**config.mk**
```make
export PLATFORM = sky130hd
export DESIGN_NAME = key_debounce_hold_timer
export DESIGN_NICKNAME = d
export VERILOG_FILES = /design/src/rtl/core/kdh_pkg.sv /design/src/rtl/core/kdh_key_unit.sv /design/src/rtl/core/key_debounce_hold_timer.sv
export VERILOG_INCLUDE_DIRS = /design/src /design/src/rtl/core
export SDC_FILE = /design/constraint.sdc
export NUM_CORES = 1
export LEC_CHECK = 0
export ABC_AREA = 0
export BUFFER_PORTS_ARGS = -buffer_cell sky130_fd_sc_hd__buf_4
export CAP_MARGIN = 30
export CORE_ASPECT_RATIO = 0.75
export CORE_MARGIN = 2
export CORE_UTILIZATION = 40
export DETAILED_ROUTE_END_ITERATION = 6
export GPL_TIMING_DRIVEN = 1
export PLACE_DENSITY = 0.53
export SYNTH_ARGS = -nofsm -noshare
export SYNTH_HDL_FRONTEND = slang
export SYNTH_HIERARCHICAL = 1
export SYNTH_SLANG_ARGS = --single-unit
```
**constraint.sdc**
```tcl
create_clock -name clk -period 16.55 [get_ports clk]
set_input_delay 0 -clock clk [delete_from_list [all_inputs] [get_ports clk]]
set_output_delay 0 -clock clk [all_outputs]
set_load 0.03 [all_outputs]
```
**src/rtl/core/key_debounce_hold_timer_macros.svh**
```systemverilog
// Assertion helpers for the key debounce block.
`ifndef KEY_DEBOUNCE_HOLD_TIMER_MACROS_SVH
`define KEY_DEBOUNCE_HOLD_TIMER_MACROS_SVH

// Check a consequence in the same cycle.
`define KDH_ASSERT_NOW(label, ante, cons, msg) \
  label: assert property (@(posedge clk) disable iff (!rst_n) (ante) |-> (cons)) \
    else $error(msg);

// Check a consequence in the next cycle.
`define KDH_ASSERT_NEXT(label, ante, cons, msg) \
  label: assert property (@(posedge clk) disable iff (!rst_n) (ante) |=> (cons)) \
    else $error(msg);

`endif

```
**src/rtl/core/kdh_pkg.sv**
```systemverilog
package kdh_pkg;

  localparam int NUM_KEYS = 8;
  localparam int KEY_W    = 3;
  localparam int CNT_W    = 8;
  localparam int HOLD_W   = 17;
  localparam int DUR_W    = 25;
  localparam int KIND_W   = 2;
  localparam int CFG_W    = 8;
  localparam int CIDX_W   = 2;

  localparam logic [HOLD_W-1:0] HOLD_LIMIT = 17'd100000;

  localparam logic [CFG_W-1:0] DEBOUNCE_RST = 8'd3;
  localparam logic [CFG_W-1:0] PERIOD_RST   = 8'd50;
  localparam logic [CFG_W-1:0] ENABLE_RST   = 8'd0;

  // Event codes
  localparam logic [KIND_W-1:0] EV_PRESS   = 2'd0;
  localparam logic [KIND_W-1:0] EV_RELEASE = 2'd1;
  localparam logic [KIND_W-1:0] EV_HOLD    = 2'd2;

  // Register indexes
  localparam logic [CIDX_W-1:0] REG_DEBOUNCE = 2'd0;
  localparam logic [CIDX_W-1:0] REG_PERIOD   = 2'd1;
  localparam logic [CIDX_W-1:0] REG_ENABLE   = 2'd2;

  typedef struct packed {
    logic              pressed;
    logic [CNT_W-1:0]  cnt;
    logic [HOLD_W-1:0] hold;
  } key_state_t;

  typedef struct packed {
    key_state_t        nxt;
    logic              ev_valid;
    logic [KIND_W-1:0] kind;
    logic [DUR_W-1:0]  dur;
  } key_result_t;

  // One more equal sample reaches the debounce count.
  function automatic logic count_reached(input logic [CNT_W-1:0] cnt,
                                         input logic [CFG_W-1:0] dcount);
    logic [CNT_W:0] c;
    c = {1'b0, cnt} + {{CNT_W{1'b0}}, 1'b1};
    return c >= {1'b0, dcount};
  endfunction

endpackage

```
**src/rtl/core/kdh_key_unit.sv**
```systemverilog
module kdh_key_unit
  import kdh_pkg::*;
(
  input  key_state_t       cur,
  input  logic             level,
  input  logic [CFG_W-1:0] debounce_count,
  input  logic [CFG_W-1:0] scan_period_ms,
  output key_result_t      res
);

  logic [CNT_W-1:0]  c_inc;
  logic              reached;
  logic [HOLD_W:0]   t_inc;
  logic [HOLD_W-1:0] t_sat;
  logic [DUR_W-1:0]  product;

  // Shared counter step, saturating hold count and the one multiplier
  always_comb begin
    c_inc   = cur.cnt + {{(CNT_W-1){1'b0}}, 1'b1};
    reached = count_reached(cur.cnt, debounce_count);
    t_inc   = {1'b0, cur.hold} + {{HOLD_W{1'b0}}, 1'b1};
    t_sat   = (t_inc >= {1'b0, HOLD_LIMIT}) ? HOLD_LIMIT : t_inc[HOLD_W-1:0];
    product = DUR_W'(t_sat) * DUR_W'(scan_period_ms);
  end

  // Two-state debouncer for the selected key
  always_comb begin
    res          = '0;
    res.nxt      = cur;
    res.ev_valid = 1'b0;
    res.kind     = EV_HOLD;
    res.dur      = '0;
    if (!cur.pressed) begin
      if (level) begin
        if (reached) begin
          res.nxt.cnt     = '0;
          res.nxt.pressed = 1'b1;
          res.ev_valid    = 1'b1;
          res.kind        = EV_PRESS;
        end else begin
          res.nxt.cnt = c_inc;
        end
      end else begin
        res.nxt.cnt = '0;
      end
    end else begin
      res.ev_valid = 1'b1;
      res.dur      = product;
      res.nxt.hold = t_sat;
      if (!level && reached) begin
        res.kind        = EV_RELEASE;
        res.nxt.cnt     = '0;
        res.nxt.hold    = '0;
        res.nxt.pressed = 1'b0;
      end else if (!level) begin
        res.nxt.cnt = c_inc;
      end else begin
        res.nxt.cnt = '0;
      end
    end
  end

endmodule

```
**src/rtl/core/key_debounce_hold_timer.sv**
```systemverilog
// Operation: a scan tick is accepted in idle, then keys 0 to 7 are visited one per cycle
// unless the output register is stalled; the event of key k is loaded into the output register
// while key k is visited. A new scan tick is accepted only in idle, after key 7 is done;
// the single key datapath and multiplier set this.
// Reset: debounce count 3, scan period 50 ms, no key enabled, all keys released, output empty.
`include "key_debounce_hold_timer_macros.svh"

module key_debounce_hold_timer
  import kdh_pkg::*;
(
  input  logic                clk,
  input  logic                rst_n,
  input  logic                in_valid,
  output logic                in_ready,
  input  logic [NUM_KEYS-1:0] in_key_levels,
  output logic                out_valid,
  input  logic                out_ready,
  output logic [KEY_W-1:0]    out_key_index,
  output logic [KIND_W-1:0]   out_event_kind,
  output logic [DUR_W-1:0]    out_duration_ms,
  output logic                out_last_event,
  input  logic                cfg_we,
  input  logic [CIDX_W-1:0]   cfg_index,
  input  logic [CFG_W-1:0]    cfg_wdata
);

  localparam logic ST_IDLE = 1'b0;
  localparam logic ST_SCAN = 1'b1;

  logic                state_r, state_nxt;
  logic [KEY_W-1:0]    key_r, key_nxt;
  logic [NUM_KEYS-1:0] levels_r;
  logic [CFG_W-1:0]    debounce_r;
  logic [CFG_W-1:0]    period_r;
  logic [CFG_W-1:0]    enable_r;
  key_state_t          st_r [NUM_KEYS];

  logic                out_valid_r;
  logic [KEY_W-1:0]    out_key_r;
  logic [KIND_W-1:0]   out_kind_r;
  logic [DUR_W-1:0]    out_dur_r;
  logic                out_last_r;

  key_state_t          cur;
  key_result_t         res;
  logic                key_en;
  logic                ev;
  logic                out_free;
  logic                step_ok;
  logic                last_key;
  logic [NUM_KEYS-1:0] will_emit;
  logic                later_ev;
  logic                load_out;

  assign cur      = st_r[key_r];
  assign key_en   = enable_r[key_r];
  assign in_ready = (state_r == ST_IDLE);

  kdh_key_unit u_key (
    .cur            (cur),
    .level          (levels_r[key_r]),
    .debounce_count (debounce_r),
    .scan_period_ms (period_r),
    .res            (res)
  );

  // Look ahead: does any later key give an event this tick
  always_comb begin
    for (int j = 0; j < NUM_KEYS; j++) begin
      will_emit[j] = enable_r[j] & (KEY_W'(j) > key_r) &
                     (st_r[j].pressed |
                      (levels_r[j] & count_reached(st_r[j].cnt, debounce_r)));
    end
    later_ev = |will_emit;
  end

  // Sequencer: one key per cycle, stall while the current key's event finds the output register full
  always_comb begin
    ev        = (state_r == ST_SCAN) && key_en && res.ev_valid;
    out_free  = !out_valid_r || out_ready;
    step_ok   = !ev || out_free;
    load_out  = ev && out_free;
    last_key  = (key_r == KEY_W'(NUM_KEYS - 1));
    state_nxt = state_r;
    key_nxt   = key_r;
    unique case (state_r)
      ST_IDLE: begin
        if (in_valid) begin
          state_nxt = ST_SCAN;
          key_nxt   = '0;
        end
      end
      ST_SCAN: begin
        if (step_ok) begin
          key_nxt = key_r + KEY_W'(1);
          if (last_key) begin
            state_nxt = ST_IDLE;
          end
        end
      end
      default: state_nxt = ST_IDLE;
    endcase
  end

  // Control, configuration and key state
  always_ff @(posedge clk) begin
    if (!rst_n) begin
      state_r    <= ST_IDLE;
      key_r      <= '0;
      debounce_r <= DEBOUNCE_RST;
      period_r   <= PERIOD_RST;
      enable_r   <= ENABLE_RST;
      for (int j = 0; j < NUM_KEYS; j++) begin
        st_r[j] <= '0;
      end
    end else begin
      state_r <= state_nxt;
      key_r   <= key_nxt;
      if ((state_r == ST_SCAN) && key_en && step_ok) begin
        st_r[key_r] <= res.nxt;
      end
      if (cfg_we) begin
        unique case (cfg_index)
          REG_DEBOUNCE: debounce_r <= cfg_wdata;
          REG_PERIOD:   period_r   <= cfg_wdata;
          REG_ENABLE: begin
            // Clear the state of newly enabled keys
            for (int j = 0; j < NUM_KEYS; j++) begin
              if (cfg_wdata[j] && !enable_r[j]) begin
                st_r[j] <= '0;
              end
            end
            enable_r <= cfg_wdata;
          end
          default: ;
        endcase
      end
    end
  end

  // Capture key levels of the accepted transaction
  always_ff @(posedge clk) begin
    if (in_valid && in_ready) begin
      levels_r <= in_key_levels;
    end
  end

  // Output register
  always_ff @(posedge clk) begin
    if (!rst_n) begin
      out_valid_r <= 1'b0;
    end else if (load_out) begin
      out_valid_r <= 1'b1;
    end else if (out_ready) begin
      out_valid_r <= 1'b0;
    end
  end

  always_ff @(posedge clk) begin
    if (load_out) begin
      out_key_r  <= key_r;
      out_kind_r <= res.kind;
      out_dur_r  <= res.dur;
      out_last_r <= !later_ev;
    end
  end

  assign out_valid       = out_valid_r;
  assign out_key_index   = out_key_r;
  assign out_event_kind  = out_kind_r;
  assign out_duration_ms = out_dur_r;
  assign out_last_event  = out_last_r;

  `KDH_ASSERT_NEXT(a_accept_starts_scan, in_valid && in_ready, state_r == ST_SCAN && key_r == '0, "accepted tick did not start a scan at key zero")
  `KDH_ASSERT_NOW(a_press_zero_dur, out_valid_r && out_kind_r == EV_PRESS, out_dur_r == '0, "press event with nonzero duration")
  `KDH_ASSERT_NOW(a_top_key_is_last, out_valid_r && out_key_r == KEY_W'(NUM_KEYS - 1), out_last_r, "event of the top key not marked last")
  `KDH_ASSERT_NOW(a_hold_limit, state_r == ST_SCAN, cur.hold <= HOLD_LIMIT, "hold count beyond limit")

endmodule
```
# [Word-level counts from Yosys, hierarchy flattened]
# Memory sizes are Yosys's and may differ from the RTL's. A register that Yosys moved wholly into a read port is not among the register bits.
# Index checks and enable logic that the tools add are counted.
[word_totals] rom_bits=0 inputBits=23 ff_bits=68 mem_count=1 mem_bits_rw=208 latchBits=0
[mem_list] memory="st_r" depth=8 word_bits=26 read_ports=9 rd_clocked_by_memory_dff=1 write_ports=9 line_no="key_debounce_hold_timer.sv:36" text="key_state_t st_r [NUM_KEYS];"
[classes] n_addsub=12 mul=1 eq_ne=5 mux=82 magnitude_cmp=19 shifts=0 reduce_logical=35 n_bitwise=41 div=0
[ops] operator="$mux 26" n=8
[ops] operator="$add 8x1->9 const B" n=9
[ops] operator="$ge 9x8->1" n=9
[ops] operator="$mux 1" n=54
[ops] operator="$mux 17" n=3
[ops] operator="$mux 8" n=4
[ops] operator="$mul 17x8->25" n=1
[ops] operator="$and 1x1->1" n=24
[ops] operator="$mux 3" n=7
[ops] operator="$add 17x1->18 const B" n=1
[ops] operator="$ge 18x17->1 const B" n=1
[ops] operator="$or 1x1->1" n=16
[ops] operator="$logic_and 1x1->1" n=14
[ops] operator="$gt 3x3->1 const A" n=4
[ops] operator="$logic_not 1->1" n=12
[ops] operator="$mux 9" n=1
[ops] operator="$add 8x1->8 const B" n=1
[ops] operator="$reduce_and 2->1" n=4
[ops] operator="$reduce_or 8->1" n=1
[ops] operator="$bmux 1 s3" n=2
[ops] operator="$gt 1x3->1 const A" n=2
[ops] operator="$gt 2x3->1 const A" n=2
[ops] operator="$pmux 3 s2" n=1
[ops] operator="$lt 3x4->1 const B" n=1
[ops] operator="other kinds (12)" n=13

# [Logic depth before layout (Yosys ltp)]
[depth] ltp_word=13 ltp_mapped=30 ltp_nobuf=26

# [Cells and area by module]
# Netlist, hierarchy kept.
[by_module_without_submodules] mod="key_debounce_hold_timer" area_each_um2=14358.8 instances=1 cells_per_inst=1053
[by_module_without_submodules] mod="kdh_key_unit" area_each_um2=5512.8 instances=1 cells_per_inst=706

# [Worst setup path before layout]
# OpenSTA, ideal clock, no wires.
[synth_path] kind="register to register" from="register (tool-made name)" to="register out_dur_r[23] (netlist: out_duration_ms[23]) (data pin)" stages_incl_launch_ff=28 setup_time_ns=0.266 required_ns=16.284 slack_ns=9.040 t_arrival_ns=7.244 period_less_slack_ns=7.510 path_buffers=2 cell_sequence="dfxtp_1 -> clkbuf_1 -> buf_2 -> mux4_2 -> mux2_2 -> ha_1 -> nand3_2 -> nor3_1 -> xnor2_2 -> nand4_2 -> o21ai_4 -> nand2_2 -> or2_2 -> fa_1 -> fa_1 -> inv_1 -> fa_1 -> inv_1 -> fa_1 -> inv_1 -> ha_1 -> a21oi_1 -> o211a_1 -> o21ai_0 -> and4_1 -> a211oi_1 -> xor2_1 -> nor2_1"
[synth_lines] element="end signal: assignment" line_no="key_debounce_hold_timer.sv:163" text="out_dur_r <= res.dur;"
[synth_lines] element="end: declaration" line_no="key_debounce_hold_timer.sv:41" text="logic [DUR_W-1:0] out_dur_r;"

==> results.json <==
{
  "antenna_found_initial": 2,
  "clkSinkCount": 279,
  "synthFlopType": "edfxtp_1",
  "r2r_slack_ps": 7190,
  "cp_max_fo": 32,
  "htreeDepth": 1,
  "syn_nets": 2004,
  "grt_max_degree": 53,
  "finClkSkew_ps": 27.3,
  "reg2reg_depth": 26,
  "setup.worst_path.class": "reg2reg",
  "synthCells": 1759,
  "coreArea_um2": 48900,
  "ys_ff_latch": 279,
  "vdd_drop_max_v": 0.0000856,
  "crit_path_start_kind": "register",
  "clock.fmax_ghz": 0.107,
  "clock_path_buffers": 3,
  "nFillCells": 4528,
  "power_mw": 2.10,
  "cts_buffers": 30,
  "clk_latency_ps": 580,
  "leakage_nw": 9.05,
  "placed_area_um2": 20900,
  "globalplace.congestion": 0.919,
  "rsz0062_at_grt": "false",
  "synth_edf_count": 247,
  "first_iter_violations": 1358,
  "grt_usage_pct": 22.8,
  "synth_sequential_area_ratio_pct": 40.5,
  "seq_power_share_pct": 39.3,
  "setup_slack_ps": 7190,
  "ios": 56,
  "end_kind": "register",
  "ys_types": 78,
  "die_x_um": 261,
  "port_buffers": 55,
  "final_area_um2": 22200,
  "outcome": "finished, final reports clean",
  "crit_end": "out_duration_ms[23]$_DFFE_PP_",
  "combPwrFrac_pct": 28.9,
  "fp.dieArea_um2": 51500,
  "power_per_cell_area_nw_per_um2": 94.7,
  "synth_area_leaders": "edfxtp_1 (37%), fa_1 (9.1%), ha_1 (8.3%), and2_1 (6.1%), mux4_2 (6.0%)",
  "post_cts_buffers": 0,
  "netlist.area_leader.share_pct": 37.3,
  "clkTransAtPathRegs_ps": 60,
  "netlist.top_cell.by_area": "edfxtp_1",
  "crit_required_ps": 16850,
  "hp-class": "in2reg",
  "grt_overflow": 0,
  "num_vias": 13800,
  "die_h_um": 197,
  "cts_root_buf": "clkbuf_16",
  "syn_area_per_cell_um2": 11.3,
  "drt_first_pass_iters": 6,
  "async_flop_share_pct": 0,
  "dpl.hpwl_um": 39400,
  "finalHoldViolCount": 0,
  "syn_area_um2": 19900,
  "nNetsFinal": 2061,
  "ctsResizeCount": 0,
  "setup_viol": 0,
  "start_util_pct": 40.7,
  "drive_above_1_share_pct": 13.0,
  "rows": 70,
  "vias_per_cell": 5.56,
  "worstMarginPinSlew_ps": 1080,
  "swShare_pct": 33.1,
  "grt_pass1_vias": 14100,
  "postRouteWirelength_um": 56900,
  "slew_viol_final": 0,
  "power_switching_uw": 695,
  "grt_pass1_wl_um": 88300,
  "antenna_left": 0,
  "pre_cts_slack_ps": 7190,
  "drc": 0,
  "max_slew_margin_pct": 28.0,
  "maxCapViolations": 0,
  "clkPwrFrac_pct": 31.8,
  "yosysWarnings": 6,
  "fin_setup_tns_ps": 0,
  "period_minus_slack_ps": 9360,
  "syn_to_final_growth_pct": 11.5,
  "min_period_over_period_pct": 56.6,
  "routedWlPerCell_um": 22.9,
  "cts_tree": "yes",
  "r2r-end": "out_duration_ms[23]$_DFFE_PP_",
  "worst_ep_arrival_time_ps": 9660,
  "p_int_mw": 1.40
}
==> metal layers <==
layer  track usage [%]  share of wire (%)  vias to the layer above  wire length [µm]
li1                  -                  -                     6356                 -
met1              36.2                 50                     6951             28700
met2              32.5                 41                      474             23400
met3              3.78                6.6                       62              3740
met4              4.31                2.0                        0              1110
met5                 0                  0                        -                 0
==> power by group through the flow <==
stage | Sequential (mW) | Combinational (mW) | Clock (mW)
floorplan | 0.826 | 0.446 | 0
global placement | 0.839 | 0.589 | 0
detailed placement | 0.839 | 0.595 | 0
CTS | 0.824 | 0.603 | 0.685
global route | 0.827 | 0.690 | 0.713
finish | 0.825 | 0.606 | 0.668
==> flip-flops by register name, indices dropped and copies added, names as in the netlist, named ones only <==
register and cells:
out_key_index 3, st_r 208, key_r 3, out_last_event 1, out_duration_ms 25, state_r 1, levels_r 8, enable_r 8
out_event_kind 2, out_valid 1, debounce_r 8, period_r 8
==> cells in the mapped netlist (5+ instances only) <==
| cell type | number |
|---|---|
| nand3b_1 | 19 |
| nor3b_1 | 5 |
| and3_1 | 70 |
| nor2_1 | 121 |
| a22o_1 | 6 |
| fa_1 | 90 |
| a211oi_1 | 13 |
| and2_1 | 195 |
| nor3_1 | 8 |
| nand2_1 | 90 |
| a2111oi_0 | 5 |
| mux2_2 | 26 |
| o2111ai_1 | 9 |
| a21oi_1 | 49 |
| or2_2 | 5 |
| mux2i_1 | 17 |
| clkbuf_1 | 43 |
| buf_2 | 22 |
| a31oi_1 | 7 |
| ha_1 | 132 |
| a21o_1 | 18 |
| nand3_1 | 53 |
| edfxtp_1 | 247 |
| a21boi_0 | 9 |
| o21ai_0 | 32 |
| xnor2_1 | 51 |
| xor2_1 | 33 |
| buf_6 | 9 |
| mux4_2 | 53 |
| o211ai_1 | 7 |
| o2bb2ai_1 | 7 |
| inv_1 | 140 |
| nand4_1 | 14 |
| nor4_1 | 6 |
| nand2b_1 | 10 |
| nor2b_1 | 36 |
| dfxtp_1 | 32 |
| nand2_2 | 8 |
==> critical path: stages, from the launching register on <==
cell and delay [ps]:
dfxtp_4 610, buf_4 660, mux4_2 580, mux2_2 410
ha_1 290, nand3_2 190, nor3_1 110, xnor2_2 460
nand4_2 230, o21ai_4 550, nand2_2 250, or2_2 370
fa_1 520, fa_1 560, inv_1 60, fa_1 530
inv_1 50, fa_1 520, inv_1 40, ha_1 350
a21oi_1 320, o211a_1 270, o21ai_0 310, and4_1 320
a211oi_1 250, xor2_1 180, nor2_1 50
==> kinds of logic (layout without fill, tap and decap cells) <==
| family | after synthesis | after routing | share of synthesized area, % |
|---|---|---|---|
| AND/OR/NAND/NOR | 657 | 657 | 18.1 |
| buffers and inverters | 219 | 300 | 4.68 |
| AO/OA/AOI/OAI | 201 | 201 | 7.13 |
| other | 0 | 1 | 0 |
| adder cells (fa/ha/maj) | 222 | 222 | 17.4 |
| multiplexers | 96 | 96 | 8.34 |
| flip-flops | 279 | 279 | 40.5 |
| XOR/XNOR | 85 | 85 | 3.78 |
==> placed cells by master, fill, tap and decap left out, types with 17 or more instances in the layout <==
cell type and instances:
inv_1 140, mux4_2 53, clkbuf_16 34, a21o_1 18, nor2b_1 36, nor2_1 120
o21ai_0 32, edfxtp_1 247, a21oi_1 49, mux2i_1 17, nand3b_1 19, xor2_1 33
ha_1 132, nand2_1 90, mux2_2 26, and3_1 69, nand3_1 53, dfxtp_1 30
buf_4 77, and2_1 195, dlygate4sd3_1 27, xnor2_1 51, fa_1 90
==> area by class of cell <==
| cell class | count | area [µm²] | share of cell area, % |
|---|---|---|---|
| diodes | 1 | 2.50 | 0.0113 |
| clock buffers | 41 | 887 | 4.00 |
| clock inverters | 15 | 81.3 | 0.367 |
| inverters | 140 | 526 | 2.37 |
| multi-input cells | 1261 | 10900 | 49.4 |
| flip-flops and latches | 279 | 8060 | 36.4 |
| well taps | 648 | 811 | 3.66 |
| repair buffers | 104 | 848 | 3.83 |
==> timing repair <==
item	4_1_cts	5_1_grt
endpoints found under the hold margin	40	0
hold buffers	27	0
setup endpoints to repair	0	0
==> worst min-delay path by stage <==
| stage | from | endpoint | slack (ps) | depth (start not counted) |
|---|---|---|---|---|
| finish | cfg_we | debounce_r[1]$_SDFFE_PN1P_ | 40 | 3 |
| global route | cfg_we | debounce_r[1]$_SDFFE_PN1P_ | 30 | 3 |
| CTS | cfg_we | debounce_r[1]$_SDFFE_PN1P_ | 10 | 3 |
| detailed placement | in_key_levels[1] | levels_r[1]$_DFFE_PP_ | 180 | 1 |
| global placement | in_key_levels[1] | levels_r[1]$_DFFE_PP_ | 180 | 1 |
| floorplan | in_key_levels[0] | levels_r[0]$_DFFE_PP_ | 100 | 0 |
==> per-stage QoR <==
step / std cells / hold WS, ps / utilization [%]
6_report: 2489 / 38.0 / 45.3
5_1_grt: 2488 / 28.2 / 45.3
4_1_cts: 2487 / 12.0 / 45.3
3_5_place_dp: 2404 / 179 / 42.8
3_3_place_gp: 2404 / 181 / 42.8
2_1_floorplan: 1759 / 98.9 / -
Note: power is estimated with default switching activity, not from simulation.
